==> config.mk <==
export PLATFORM = sky130hd
export DESIGN_NAME = endstop_limit_monitor
export DESIGN_NICKNAME = d
export VERILOG_FILES = /design/src/hw/rtl/elm_pkg.sv /design/src/hw/rtl/elm_cfg_regs.sv /design/src/hw/rtl/elm_check.sv /design/src/hw/rtl/endstop_limit_monitor.sv
export SDC_FILE = /design/constraint.sdc
export NUM_CORES = 1
export LEC_CHECK = 0
export ABC_AREA = 1
export BUFFER_PORTS_ARGS = -buffer_cell sky130_fd_sc_hd__buf_4
export CAP_MARGIN = 30
export CORE_ASPECT_RATIO = 0.7
export CORE_UTILIZATION = 29
export DETAILED_ROUTE_END_ITERATION = 6
export PLACE_DENSITY = 0.53
export RECOVER_POWER = 50
export SETUP_SLACK_MARGIN = 0.4
export SLEW_MARGIN = 20
export SYNTH_ARGS = -nofsm -noshare
export SYNTH_HDL_FRONTEND = slang
export SYNTH_HIERARCHICAL = 1
export SYNTH_SLANG_ARGS = --single-unit
==> constraint.sdc <==
create_clock -name clk -period 4.9 [get_ports clk]
set_input_delay 0.735 -clock clk [delete_from_list [all_inputs] [get_ports clk]]
set_output_delay 0.735 -clock clk [all_outputs]
set_load 0.01 [all_outputs]
==> src/hw/rtl/elm_pkg.sv <==
// Shared types and constants for the endstop limit monitor.
// Used by elm_cfg_regs, elm_check and endstop_limit_monitor; depends on nothing.
package elm_pkg;

  // Pins fitted on the board; an absent pin samples as inactive
  localparam logic [9:0] PINS_PRESENT = 10'h3FF;

  // Both dual Z switches qualified
  localparam logic [1:0] BOTH_Z = 2'b11;

  // Pin bit positions
  localparam int unsigned PIN_XMIN  = 0;
  localparam int unsigned PIN_XMAX  = 1;
  localparam int unsigned PIN_YMIN  = 2;
  localparam int unsigned PIN_YMAX  = 3;
  localparam int unsigned PIN_ZMIN  = 4;
  localparam int unsigned PIN_ZMAX  = 5;
  localparam int unsigned PIN_Z2MIN = 6;
  localparam int unsigned PIN_Z2MAX = 7;
  localparam int unsigned PIN_PROBE = 8;
  localparam int unsigned PIN_EMIN  = 9;

  // Axis and hit flag bit positions
  localparam int unsigned AXIS_X  = 0;
  localparam int unsigned AXIS_Y  = 1;
  localparam int unsigned AXIS_Z  = 2;
  localparam int unsigned AXIS_E  = 3;
  localparam int unsigned HIT_PRB = 4;

  // Kinematics codes; the unused code behaves as cartesian
  localparam logic [1:0] KIN_CARTESIAN = 2'd0;
  localparam logic [1:0] KIN_COREXY    = 2'd1;
  localparam logic [1:0] KIN_COREXZ    = 2'd2;

  // Dual Z codes; the unused code behaves as own pins
  localparam logic [1:0] DZ_SINGLE = 2'd0;
  localparam logic [1:0] DZ_OWN    = 2'd1;
  localparam logic [1:0] DZ_MIRROR = 2'd2;

  // Configuration register indexes
  localparam logic [2:0] REG_INVERT_MASK  = 3'd0;
  localparam logic [2:0] REG_KINEMATICS   = 3'd1;
  localparam logic [2:0] REG_DUAL_Z       = 3'd2;
  localparam logic [2:0] REG_PROBE_EN     = 3'd3;
  localparam logic [2:0] REG_E_CHECK_EN   = 3'd4;
  localparam logic [2:0] REG_DUAL_X_EN    = 3'd5;
  localparam logic [2:0] REG_X1_HOME_MIN  = 3'd6;
  localparam logic [2:0] REG_X2_HOME_MIN  = 3'd7;

  typedef struct packed {
    logic [9:0] invert_mask;
    logic [1:0] kinematics_mode;
    logic [1:0] dual_z_mode;
    logic       probe_enable;
    logic       e_check_enable;
    logic       dual_x_enable;
    logic       x1_home_min;
    logic       x2_home_min;
  } cfg_t;

  typedef struct packed {
    logic [9:0]  pin_levels;
    logic [3:0]  motor_dir_neg;
    logic [2:0]  head_dir_neg;
    logic [31:0] steps_a;
    logic [31:0] steps_b;
    logic [31:0] steps_c;
    logic [31:0] steps_e;
    logic        active_carriage;
    logic        homing;
    logic        clear_hits;
  } item_t;

  typedef struct packed {
    logic [4:0] hit_flags;
    logic [3:0] triggered_axes;
    logic       kill_block;
    logic [9:0] sampled_bits;
  } result_t;

endpackage

==> src/hw/rtl/elm_cfg_regs.sv <==
// Configuration register file of the endstop limit monitor.
// Depends on elm_pkg for cfg_t and the register indexes.
module elm_cfg_regs (
  input  logic              clk,
  input  logic              rst,
  input  logic              cfg_valid,
  input  logic [2:0]        cfg_index,
  input  logic [9:0]        cfg_data,
  output elm_pkg::cfg_t     cfg
);

  // Write one register per handshake; the port is always ready
  always_ff @(posedge clk) begin
    if (rst) begin
      cfg.invert_mask     <= '0;
      cfg.kinematics_mode <= elm_pkg::KIN_CARTESIAN;
      cfg.dual_z_mode     <= elm_pkg::DZ_SINGLE;
      cfg.probe_enable    <= 1'b0;
      cfg.e_check_enable  <= 1'b0;
      cfg.dual_x_enable   <= 1'b0;
      cfg.x1_home_min     <= 1'b1;
      cfg.x2_home_min     <= 1'b0;
    end else if (cfg_valid) begin
      unique case (cfg_index)
        elm_pkg::REG_INVERT_MASK: cfg.invert_mask     <= cfg_data;
        elm_pkg::REG_KINEMATICS:  cfg.kinematics_mode <= cfg_data[1:0];
        elm_pkg::REG_DUAL_Z:      cfg.dual_z_mode     <= cfg_data[1:0];
        elm_pkg::REG_PROBE_EN:    cfg.probe_enable    <= cfg_data[0];
        elm_pkg::REG_E_CHECK_EN:  cfg.e_check_enable  <= cfg_data[0];
        elm_pkg::REG_DUAL_X_EN:   cfg.dual_x_enable   <= cfg_data[0];
        elm_pkg::REG_X1_HOME_MIN: cfg.x1_home_min     <= cfg_data[0];
        elm_pkg::REG_X2_HOME_MIN: cfg.x2_home_min     <= cfg_data[0];
        default: ;
      endcase
    end
  end

endmodule

==> src/hw/rtl/elm_check.sv <==
// Switch check logic for one stepper tick: sampling, direction gating, qualification.
// Depends on elm_pkg for cfg_t, item_t, result_t and pin positions.
module elm_check (
  input  elm_pkg::item_t   item,
  input  elm_pkg::cfg_t    cfg,
  input  logic [9:0]       last_bits,
  input  logic [4:0]       latched,
  output elm_pkg::result_t result
);

  logic [9:0] sample;
  logic [9:0] newval;
  logic [9:0] upd;
  logic [9:0] cur;
  logic [9:0] qual;
  logic       da, db, dc;
  logic       check_x, check_y, check_z;
  logic       x_neg, y_neg, z_neg;
  logic       home_min, dual_z, mirror_z;
  logic       sa_nz, sb_nz, sc_nz, se_nz;
  logic       xq, yq, zq1, zq2, pq, eq;
  logic       z_hit;
  logic [3:0] trig;
  logic [4:0] hits;

  assign da = item.motor_dir_neg[0];
  assign db = item.motor_dir_neg[1];
  assign dc = item.motor_dir_neg[2];

  assign sa_nz = (item.steps_a != '0);
  assign sb_nz = (item.steps_b != '0);
  assign sc_nz = (item.steps_c != '0);
  assign se_nz = (item.steps_e != '0);

  // Apply inversion and mask off absent pins
  assign sample = (item.pin_levels ^ cfg.invert_mask) & elm_pkg::PINS_PRESENT;

  assign dual_z   = (cfg.dual_z_mode != elm_pkg::DZ_SINGLE);
  assign mirror_z = (cfg.dual_z_mode == elm_pkg::DZ_MIRROR);

  // Pick direction and axis gating from the kinematics
  always_comb begin
    check_x = 1'b1;
    check_y = 1'b1;
    check_z = 1'b1;
    x_neg   = da;
    y_neg   = db;
    z_neg   = dc;
    if (cfg.kinematics_mode == elm_pkg::KIN_COREXY) begin
      check_x = (item.steps_a != item.steps_b) || (da == db);
      check_y = (item.steps_a != item.steps_b) || (da != db);
      x_neg   = item.head_dir_neg[0];
      y_neg   = item.head_dir_neg[1];
    end else if (cfg.kinematics_mode == elm_pkg::KIN_COREXZ) begin
      check_x = (item.steps_a != item.steps_c) || (da == dc);
      check_z = (item.steps_a != item.steps_c) || (da != dc);
      x_neg   = item.head_dir_neg[0];
      z_neg   = item.head_dir_neg[2];
    end
  end

  assign home_min = item.active_carriage ? cfg.x2_home_min : cfg.x1_home_min;

  // Select the switches sampled this tick
  always_comb begin
    upd = '0;
    upd[elm_pkg::PIN_XMIN]  = check_x & x_neg & (~cfg.dual_x_enable | home_min);
    upd[elm_pkg::PIN_XMAX]  = check_x & ~x_neg & (~cfg.dual_x_enable | ~home_min);
    upd[elm_pkg::PIN_YMIN]  = check_y & y_neg;
    upd[elm_pkg::PIN_YMAX]  = check_y & ~y_neg;
    upd[elm_pkg::PIN_ZMIN]  = check_z & z_neg;
    upd[elm_pkg::PIN_ZMAX]  = check_z & ~z_neg;
    upd[elm_pkg::PIN_Z2MIN] = check_z & z_neg & dual_z;
    upd[elm_pkg::PIN_Z2MAX] = check_z & ~z_neg & dual_z;
    upd[elm_pkg::PIN_PROBE] = check_z & z_neg & cfg.probe_enable;
    upd[elm_pkg::PIN_EMIN]  = cfg.e_check_enable;
  end

  // Mirror the Z switch onto Z2 in mirroring mode
  always_comb begin
    newval = sample;
    if (mirror_z) begin
      newval[elm_pkg::PIN_Z2MIN] = sample[elm_pkg::PIN_ZMIN];
      newval[elm_pkg::PIN_Z2MAX] = sample[elm_pkg::PIN_ZMAX];
    end
  end

  // Update sampled bits; a switch qualifies when active now and last time
  assign cur  = (last_bits & ~upd) | (newval & upd);
  assign qual = cur & last_bits & upd;

  assign xq  = qual[elm_pkg::PIN_XMIN] | qual[elm_pkg::PIN_XMAX];
  assign yq  = qual[elm_pkg::PIN_YMIN] | qual[elm_pkg::PIN_YMAX];
  assign zq1 = qual[elm_pkg::PIN_ZMIN] | qual[elm_pkg::PIN_ZMAX];
  assign zq2 = qual[elm_pkg::PIN_Z2MIN] | qual[elm_pkg::PIN_Z2MAX];
  assign pq  = qual[elm_pkg::PIN_PROBE];
  assign eq  = qual[elm_pkg::PIN_EMIN];

  assign z_hit = (zq1 | zq2) & sc_nz;

  // Stop axes with a qualified switch and steps left
  always_comb begin
    trig = '0;
    trig[elm_pkg::AXIS_X] = xq & sa_nz;
    trig[elm_pkg::AXIS_Y] = yq & sb_nz;
    trig[elm_pkg::AXIS_Z] = z_hit | (pq & sc_nz);
    trig[elm_pkg::AXIS_E] = eq & se_nz;
    hits = {pq, trig};
  end

  always_comb begin
    result.sampled_bits   = cur;
    result.triggered_axes = trig;
    result.hit_flags      = (item.clear_hits ? 5'b0 : latched) | hits;
    result.kill_block     = dual_z & z_hit &
                            (~item.homing | ({zq2, zq1} == elm_pkg::BOTH_Z));
  end

endmodule

==> src/hw/rtl/endstop_limit_monitor.sv <==
// Top level of the endstop limit monitor: input register, check logic, result register.
// Depends on elm_pkg, elm_cfg_regs and elm_check.
//
// Takes one stepper tick per clock while in_stall is low and returns one result per
// tick; each tick passes through the input register and then the result register.
// The stored switch bits and latched hits update as a tick leaves the input
// register, in the same cycle the check logic reads them, so ticks follow each
// other with no gap. in_stall rises only while the result register holds an item
// that the receiver is stalling. Configuration writes are always ready.
module endstop_limit_monitor (
  input  logic        clk,
  input  logic        rst,
  // Configuration write channel
  input  logic        cfg_valid,
  output logic        cfg_ready,
  input  logic [2:0]  cfg_index,
  input  logic [9:0]  cfg_data,
  // Tick input channel
  input  logic        in_valid,
  output logic        in_stall,
  input  logic [9:0]  pin_levels,
  input  logic [3:0]  motor_dir_neg,
  input  logic [2:0]  head_dir_neg,
  input  logic [31:0] steps_a,
  input  logic [31:0] steps_b,
  input  logic [31:0] steps_c,
  input  logic [31:0] steps_e,
  input  logic        active_carriage,
  input  logic        homing,
  input  logic        clear_hits,
  // Result channel
  output logic        out_valid,
  input  logic        out_stall,
  output logic [4:0]  hit_flags,
  output logic [3:0]  triggered_axes,
  output logic        kill_block,
  output logic [9:0]  sampled_bits
);

  elm_pkg::cfg_t    cfg;
  elm_pkg::item_t   item;
  elm_pkg::result_t result;
  elm_pkg::result_t result_q;
  logic             item_valid;
  logic             advance;
  logic [9:0]       last_switch_bits;
  logic [4:0]       latched_hits;

  assign cfg_ready = 1'b1;

  elm_cfg_regs u_cfg (
    .clk       (clk),
    .rst       (rst),
    .cfg_valid (cfg_valid),
    .cfg_index (cfg_index),
    .cfg_data  (cfg_data),
    .cfg        (cfg)
  );

  // Move the held item on when the result register is free or draining
  assign advance  = ~out_valid | ~out_stall;
  assign in_stall = item_valid & ~advance;

  // Capture the incoming item
  always_ff @(posedge clk) begin
    if (rst) begin
      item_valid <= 1'b0;
    end else if (~in_stall) begin
      item_valid <= in_valid;
    end
  end

  always_ff @(posedge clk) begin
    if (~in_stall & in_valid) begin
      item <= '{pin_levels:      pin_levels,
                motor_dir_neg:   motor_dir_neg,
                head_dir_neg:    head_dir_neg,
                steps_a:         steps_a,
                steps_b:         steps_b,
                steps_c:         steps_c,
                steps_e:         steps_e,
                active_carriage: active_carriage,
                homing:          homing,
                clear_hits:      clear_hits};
    end
  end

  elm_check u_check (
    .item      (item),
    .cfg       (cfg),
    .last_bits (last_switch_bits),
    .latched   (latched_hits),
    .result    (result)
  );

  // Commit switch state and hits as the item leaves the input register
  always_ff @(posedge clk) begin
    if (rst) begin
      last_switch_bits <= '0;
      latched_hits     <= '0;
    end else if (item_valid & advance) begin
      last_switch_bits <= result.sampled_bits;
      latched_hits     <= result.hit_flags;
    end
  end

  // Hold the result until the receiver takes it
  always_ff @(posedge clk) begin
    if (rst) begin
      out_valid <= 1'b0;
    end else if (advance) begin
      out_valid <= item_valid;
    end
  end

  always_ff @(posedge clk) begin
    if (advance & item_valid) begin
      result_q <= result;
    end
  end

  assign hit_flags      = result_q.hit_flags;
  assign triggered_axes = result_q.triggered_axes;
  assign kill_block     = result_q.kill_block;
  assign sampled_bits   = result_q.sampled_bits;

  // A kill request always stops Z
  a_kill_stops_z: assert property (@(posedge clk) disable iff (rst)
    out_valid && kill_block |-> triggered_axes[elm_pkg::AXIS_Z])
    else $error("kill_block without Z stop");

  // Every stopped axis shows in the latched hits
  a_trig_latched: assert property (@(posedge clk) disable iff (rst)
    out_valid |-> ((triggered_axes & hit_flags[3:0]) == triggered_axes))
    else $error("stopped axis missing from hit flags");

  // Kill only comes from dual Z
  a_kill_dual_z: assert property (@(posedge clk) disable iff (rst)
    out_valid && kill_block |-> (cfg.dual_z_mode != elm_pkg::DZ_SINGLE))
    else $error("kill_block with single Z");

  // Stored state reflects the item just delivered
  a_state_match: assert property (@(posedge clk) disable iff (rst)
    out_valid && $past(advance && item_valid) |->
      (last_switch_bits == sampled_bits) && (latched_hits == hit_flags))
    else $error("stored switch state out of step with result");

endmodule
==> impl_metrics.yaml, run 1 <==
synthesis:
  syn_nets: 928
  yosysWarnings: 6
  synthesis.area_um2: 8600
  syn_inst: 762
  syn_area_per_cell_um2: 11.3
floorplan:
  fp-row-count: 52
  die_area_um2: 30400
  io_pins: 189
  die-width_um: 208
  design.core.area_um2: 29000
  dieHeight_um: 146
  start_util: 0.296
placement:
  numPortBuffers: 186
  dp.final_hpwl_um: 17500
  gp_congestion: 0.856
  pre_cts_slack_ps: 1970
detailed_routing:
  drt-initial-drc-count: 390
  avgRoutedWirePerCell_um: 17.1
  via_count: 6030
  ant_nets: 0
  drc: 0
  viasPerCell: 4.43
  wirelength_um: 23200
  first_pass_iters: 5
cts:
  cts-root-buf: "clkbuf_16"
  ctsResizeCount: 0
  clock_latency_ps: 530
  cts-buffers-inserted: 23
  clock_sinks: 203
  h-tree-depth: 1
  cts_setup_buffers: 0
  cts_tree: "yes"
  max-clock-path-buffers: 3
  clk_pin_slew_ps: 60
  cts-hold-fix-buffers: 0
timing:
  fin_hold_ws_ps: 401
  setup_violations: 0
  fin_crit_ps: 3340
  post-route-period-util: 0.683
  maxSlewViolCount: 33
  fmax_mhz: 299
  skew_ps: 24.6
  tightest_slew_ps: 1620
  tns_ps: 0
  fin_ws_ps: 1560
  slew_headroom: -0.0803
  finalHoldViolCount: 0
  rsz0062_at_grt: "no"
power_and_ir_drop:
  cellPowerDensity_nw_per_um2: 374
  p_total_mw: 4.16
  vdd_drop_max_mv: 0.231
  leakage_nw: 4.48
flow_run:
  maxCapViolCount: 1
status:
  status: "finished, violations left"
  violations: "max-capacitance violations, max-slew violations"
final_layout:
  fin_nets: 1131
  fillers: 2879
  area_growth_pct: 29.6
  drive_gt1_frac: 0.262
  seq_area_um2: 5740
  multi_input_area_um2: 2400
hold_path:
  min_path_type: "in -> reg"
critical_path:
  cp.arrival_ps: 2610
  start_kind: "register"
  worstPathRequired_ps: 4160
  path_class: "reg -> out"
  critPathCaptureType: "output pin"
  crit_fanout: 32
global_routing:
  grt_pass1_wl_um: 34100
  grt_max_degree: 106
  antenna_found_initial: 2
  grt_usage: 0.152
  grt_pass1_vias: 5663
  gr-total-overflow: 0
==> cell usage in the layout (no fill, tap or decap), drive strengths merged, types with 3 or more instances in the layout <==
cell and count:
dfxtp 36, edfxtp 167, buf 40, mux2 4, bufinv 3, nand3 47
clkinvlp 3, nor2 90, nand2 148, nand4 17, nor3 5, a21oi 23
inv 100, xnor2 37, o21ai 22, clkbuf 176, o22ai 3, clkinv 7
or2 5, xor2 10, nor4 31
==> critical path, stage by stage, from the launching register on <==
cell      delay [ps]
dfxtp_1          300
clkbuf_1        1170
nand3_1          300
inv_1            190
buf_4            140
==> final cells by class <==
type,count,area share
flip-flops and latches,203,0.515
clock inverters,14,0.0143
inverters,99,0.0338
repair buffers,189,0.125
clock buffers,27,0.0539
diodes,1,0.000225
multi-input cells,449,0.215
well taps,378,0.0424
==> metrics by stage <==
stage / util / instance area, µm² / cells
2_1_floorplan: - / 8600 / 762
3_3_place_gp: 0.358 / 10400 / 1317
5_1_grt: 0.384 / 11100 / 1359
6_report: 0.384 / 11100 / 1360
3_5_place_dp: 0.358 / 10400 / 1317
4_1_cts: 0.385 / 11200 / 1358
==> registers in the layout, summed over array words and instances (netlist names), 4 cells and up <==
register,cells
item,147
latched_hits,5
triggered_axes,4
u_cfg/cfg,19
last_switch_bits,10
hit_flags,5
sampled_bits,10
==> power by group <==
| part | switching [mW] | leakage [nW] | internal [mW] |
|---|---|---|---|
| Combinational | 0.191 | 2.19 | 0.168 |
| Sequential | 0.0679 | 1.93 | 1.98 |
| Clock | 0.717 | 0.364 | 1.04 |
| Total | 0.977 | 4.48 | 3.19 |
==> worst paths after layout <==
kind	start	to	slack [ps]	cells after the start
setup reg to reg	item_valid	item[14]	2070	5
hold / removal	steps_a[10]	item[109]	400	1
setup / recovery	item_valid	in_stall	1560	4
hold reg to reg	u_cfg/cfg[0]	u_cfg/cfg[0]	480	2
==> per-layer routing <==
| metal | vias to the layer above | global-route usage | share of wire |
|---|---|---|---|
| li1 | 2995 | - | - |
| met1 | 2802 | 0.238 | 0.50 |
| met2 | 194 | 0.197 | 0.39 |
| met3 | 37 | 0.0407 | 0.081 |
| met4 | 2 | 0.0452 | 0.026 |
| met5 | - | 0 | 0.00056 |
Power figures use the tool's default switching activity.
==> run 2: changes to the inputs <==
--- a/config.mk
+++ b/config.mk
@@ -5,13 +5,13 @@
 export SDC_FILE = /design/constraint.sdc
 export NUM_CORES = 1
 export LEC_CHECK = 0
-export ABC_AREA = 1
+export ABC_AREA = 0
 export BUFFER_PORTS_ARGS = -buffer_cell sky130_fd_sc_hd__buf_4
 export CAP_MARGIN = 30
 export CORE_ASPECT_RATIO = 0.7
 export CORE_UTILIZATION = 29
 export DETAILED_ROUTE_END_ITERATION = 6
-export PLACE_DENSITY = 0.53
+export PLACE_DENSITY = 0.55
 export RECOVER_POWER = 50
 export SETUP_SLACK_MARGIN = 0.4
 export SLEW_MARGIN = 20
==> constraint.sdc (replaced) <==
create_clock -name clk -period 2.9 [get_ports clk]
set_input_delay 0.435 -clock clk [delete_from_list [all_inputs] [get_ports clk]]
set_output_delay 0.435 -clock clk [all_outputs]
set_load 0.01 [all_outputs]
==> run 2 against run 1 <==
The run still ends with max-capacitance violations, max-slew violations left. Count of clock-buffer cells in the layout up 3. Synthesized cell count down 28%. Synthesized area down 3.3%. Clock power up 55%. Clock skew down 17 ps. Worst setup slack worse by 1100 ps. Wire length down 4.1%. Register-to-register slack worse by 1700 ps. Largest cell class unchanged. Highest routed layer is now met4.
==> impl_metrics.yaml, run 2 <==
final_layout:
  reg_top3: "item: 147 flops, u_cfg/cfg: 19 flops"
  fin_nets: 947
  fillers: 2634
  final_area_um2: 11200
  top_register: "item"
  final_common_cell: "edfxtp_1"
  drive_gt1_frac: 0.345
  seq_area_um2: 5740
  stdcell_count: 1168
  area_growth_pct: 34.2
  final_cell_mix: "167 x edfxtp_1, 142 x clkbuf_4, 68 x xor2_1"
  largest_reg_flops: 147
  multi_input_area_um2: 2580
  antenna_cells: 0
  final_core_utilization: 0.398
critical_path:
  start_kind: "register"
  crit_fanout: 4
  critPathCaptureType: "register"
  cp.arrival_ps: 2850
  crit_start: "item[102]"
  reg2reg_from: "item[102]"
  worstPathRequired_ps: 3260
  reg2reg_slack_ps: 410
  path_class: "reg -> reg"
timing:
  maxSlewViolCount: 74
  fmax_mhz: 401
  tightest_slew_ps: 2050
  slew_headroom: -0.364
  fin_crit_ps: 2490
  rsz0062_at_grt: "yes"
  finalHoldViolCount: 0
  setup_violations: 0
  post-route-period-util: 0.859
  skew_ps: 7.13
  fin_ws_ps: 409
status:
  status: "finished, violations left"
  violations: "max-capacitance violations, max-slew violations"
hold_path:
  min_path_type: "in -> reg"
  holdCritStartpoint: "steps_c[30]"
detailed_routing:
  drt-initial-drc-count: 317
  avgRoutedWirePerCell_um: 19.1
  via_count: 5352
  first_pass_iters: 5
  viasPerCell: 4.58
  drc: 0
  ant_nets: 0
  wirelength_um: 22300
cts:
  clk_pin_slew_ps: 70
  h-tree-depth: 1
  cts-hold-fix-buffers: 0
  clock_sinks: 203
  cts-root-buf: "clkbuf_16"
  cts-buffers-inserted: 22
  cts_tree: "yes"
  max-clock-path-buffers: 3
  clock_latency_ps: 510
floorplan:
  design.core.area_um2: 28000
  start_util: 0.297
  dieHeight_um: 144
  fp-row-count: 51
  io_pins: 189
  die-width_um: 204
  die_area_um2: 29400
global_routing:
  grt_pass1_wl_um: 32300
  grt_usage: 0.151
  antenna_found_initial: 0
  grt_pass1_vias: 5284
  gr-total-overflow: 0
  grt_max_degree: 63
placement:
  dp.final_hpwl_um: 16700
  postPlaceCellArea_um2: 10300
  gp_congestion: 0.911
  pre_cts_slack_ps: 264
  numPortBuffers: 186
  place_inst: 1112
power_and_ir_drop:
  vdd_drop_max_mv: 0.425
  leakage_nw: 4.17
  cellPowerDensity_nw_per_um2: 601
  p_total_mw: 6.71
flow_run:
  maxCapViolCount: 2
synthesis:
  yosysWarnings: 6
  syn_area_per_cell_um2: 15.1
  synthesis.area_um2: 8320
  syn_nets: 717
  syn_inst: 551
run 2: layer usage:
metal	up-vias	track usage	share of wire
met2	178	0.206	0.40
met3	27	0.0463	0.089
met4	0	0.0342	0.018
met1	2597	0.228	0.49
li1	2550	-	-
met5	-	0	0
run 2: worst max-delay path, stage by stage, from the launching register on:
cell      delay, ps
edfxtp_1        450
xor2_2          240
nor4_2          270
nand3_1         140
or4_4           640
nand3b_2        110
mux2_1          340
nand2b_1         80
mux2i_1          70
run 2: path summary, 6_finish.rpt:
kind / endpoint / depth (start not counted)
worst max register to register: last_switch_bits[8] / 8
worst min register to register: latched_hits[0] / 2
worst min-delay path: item[65] / 1
worst max-delay path: last_switch_bits[8] / 8
run 2: repair_timing:
item                                    4_1_cts  5_1_grt
endpoints found under the hold margin         0        0
pin swaps                                     2       15
buffers inserted                              1       15
endpoints found under the setup margin       20       23
gates cloned                                  0        0
gates resized for setup                       3       19
run 2: per-stage QoR:
stage	TNS (ps)	hold WS [ps]
6_report	0	115
5_1_grt	0	91.3
2_1_floorplan	-37320	449
3_5_place_dp	0	464
3_3_place_gp	0	460
4_1_cts	0	66.4
run 2: layout make-up:
| class | count | share of cell area |
|---|---|---|
| tap | 371 | 0.0416 |
| inverter | 8 | 0.00280 |
| clock buffer | 30 | 0.0548 |
| sequential | 203 | 0.514 |
| clock inverter | 10 | 0.00740 |
| multi-input combinational | 328 | 0.232 |
| timing repair buffer | 218 | 0.148 |
run 2: report_power, final:
part           switching, mW  internal, mW
registers              0.100          3.33
logic                  0.275         0.285
clock network           1.15          1.57
==> run 3: changes to the inputs <==
--- a/config.mk
+++ b/config.mk
@@ -17,5 +17,4 @@
 export SLEW_MARGIN = 20
 export SYNTH_ARGS = -nofsm -noshare
 export SYNTH_HDL_FRONTEND = slang
-export SYNTH_HIERARCHICAL = 1
 export SYNTH_SLANG_ARGS = --single-unit
==> run 3 against run 2 <==
The flow now finishes without violations. Largest power group unchanged. Total power down 0.10%. Critical path depth up 2. Design area down 0.71%. Worst setup slack worse by 56 ps. Largest cell class unchanged. Sequential share of layout area up 0.37 points. Wire length down 2.8%. Clock skew about the same. Synthesized area down 3.5%. Critical endpoint is now sampled_bits[1]. Count of clock-buffer cells in the layout up 1. Register-to-register slack worse by 60 ps. Die area down 3.5%.
==> impl_metrics.yaml, run 3 <==
final_layout:
  area_growth_pct: 38.1
  antenna_cells: 0
  final_common_cell: "edfxtp_1"
  stdcell_count: 1172
  largest_reg_flops: 147
  final_cell_mix: "167 x edfxtp_1, 136 x clkbuf_4, 70 x xor2_1"
  reg_top3: "item: 147 flops, u_cfg.cfg: 19 flops"
  final_core_utilization: 0.411
  top_register: "item"
  drive_gt1_frac: 0.358
  fillers: 2515
  fin_nets: 957
critical_path:
  timing.rr.end: "sampled_bits[1]"
  ff2ff_path_depth: 10
  start_kind: "register"
  worstPathRequired_ps: 3170
  path_class: "reg -> reg"
  cp.arrival_ps: 2810
  crit_start: "item[46]"
  reg2reg_slack_ps: 350
  crit_fanout: 5
  critPathCaptureType: "register"
  reg2reg_from: "item[46]"
  timing.critical_path.to: "sampled_bits[1]"
synthesis:
  syn_area_per_cell_um2: 14.8
  ys.flop_type: "edfxtp_1"
  syn_inst: 543
  ys_seq_area_frac: 0.715
  yosysWarnings: 0
  ys_types: 54
  syn_nets: 709
  synth_seq_cells: 203
  synthesis.area_um2: 8020
  async_flop_share: 0
  synth_edf_count: 167
  yosys.cell_count.top_type: "edfxtp_1"
  synth_largest_area_cell: "edfxtp_1"
  yosys-top-cells-area: "edfxtp_1 62%, dfxtp_1 9.0%, xor2_1 7.9%"
  yosys.area.top_type_share: 0.625
  synth_common_cells: "167 x edfxtp_1, 72 x xor2_1, 47 x nor4_1"
floorplan:
  design.core.area_um2: 27000
  fp-row-count: 50
  die-width_um: 201
  start_util: 0.298
  dieHeight_um: 141
  io_pins: 189
  die_area_um2: 28300
cts:
  clk_pin_slew_ps: 60
  cts-hold-fix-buffers: 0
  cts-root-buf: "clkbuf_16"
  clock_latency_ps: 520
  h-tree-depth: 1
  max-clock-path-buffers: 3
  clock_sinks: 203
  cts_tree: "yes"
  cts-buffers-inserted: 23
power_and_ir_drop:
  cellPowerDensity_nw_per_um2: 605
  vdd_drop_max_mv: 0.361
  leakage_nw: 4.14
timing:
  finalHoldViolCount: 0
  tns_ps: 0
  setup_violations: 0
  post-route-period-util: 0.878
  maxSlewViolCount: 0
  fin_crit_ps: 2550
  skew_ps: 7.54
  tightest_slew_ps: 1400
  slew_headroom: 0.0667
  fmax_mhz: 393
  fin_hold_ws_ps: 112
  rsz0062_at_grt: "yes"
status:
  status: "completed"
detailed_routing:
  avgRoutedWirePerCell_um: 18.5
  wirelength_um: 21600
  first_pass_iters: 5
  viasPerCell: 4.58
  drc: 0
  drt-initial-drc-count: 332
  via_count: 5362
  ant_nets: 0
placement:
  place_inst: 1115
  dp.final_hpwl_um: 16200
  gp_congestion: 0.911
  numPortBuffers: 186
global_routing:
  antenna_found_initial: 0
  grt_usage: 0.152
  grt_max_degree: 61
  grt_pass1_wl_um: 32100
  grt_pass1_vias: 5299
  gr-total-overflow: 0
hold_path:
  min_path_type: "in -> reg"
  hold_depth: 1
flow_run:
  maxCapViolCount: 0
==> run 3: metrics by stage <==
stage               instance area (µm²)  power, mW  setup slack (ps)
global placement                  10100       4.01              39.7
finish                            11100       6.70               353
floorplan                          8040       3.68              -331
CTS                               10900       6.81               333
global route                      11100       6.97               186
detailed placement                10100       4.01              49.2
==> run 3: routing by layer <==
metal  vias up  GRT usage  wire (µm)
met3        34     0.0483       2080
met4         0     0.0458        571
met5         -          0          0
met2       215      0.206       8700
li1       2557          -          -
met1      2556      0.228      10300
==> run 3: layout make-up <==
class | count | area, µm² | share of cell area
multi-input cells | 321 | 2430 | 0.220
inverters | 9 | 33.8 | 0.00305
well taps | 364 | 455 | 0.0411
clock buffers | 31 | 626 | 0.0565
flip-flops and latches | 203 | 5740 | 0.518
clock inverters | 11 | 80.1 | 0.00723
repair buffers | 233 | 1720 | 0.155
==> run 3: cells by family (layout without fill, tap and decap cells) <==
family | Yosys count | count (layout) | share of synthesized area
other | 1 | 1 | 0.000467
flip-flops | 203 | 203 | 0.715
buffers and inverters | 19 | 284 | 0.0120
XOR/XNOR | 75 | 75 | 0.0819
AO/OA/AOI/OAI | 46 | 46 | 0.0391
multiplexers | 27 | 27 | 0.0366
AND/OR/NAND/NOR | 171 | 171 | 0.114
adder cells (fa/ha/maj) | 1 | 1 | 0.00125
==> run 3: how the worst min path moves through the flow <==
stage | end | from
floorplan | u_cfg.cfg[1] | u_cfg.cfg[1]
global placement | u_cfg.cfg[1] | u_cfg.cfg[1]
detailed placement | latched_hits[3] | latched_hits[3]
CTS | item[13] | steps_e[10]
global route | item[104] | steps_a[5]
finish | item[13] | steps_e[10]
==> run 3: what timing repair did <==
item / in CTS / in global routing
resized for setup: 21 / 34
pin swaps: 12 / 17
setup endpoints to repair: 11 / 16
setup buffers: 9 / 6
==> run 3: worst max-delay path: stages (launching register included) <==
cell and delay (ps):
edfxtp_1 420, xor2_1 180, nor4_1 330, buf_4 170, nand4_1 180, a2111oi_4 330, buf_4 180, nor2_4 30
buf_6 140, nand2_2 60, mux2_4 290
==> run 3: power breakdown <==
part	internal, mW	total, mW	switching, mW	leakage, nW
registers	3.33	3.42	0.0969	1.92
logic	0.268	0.540	0.272	1.88
clock network	1.60	2.74	1.14	0.343
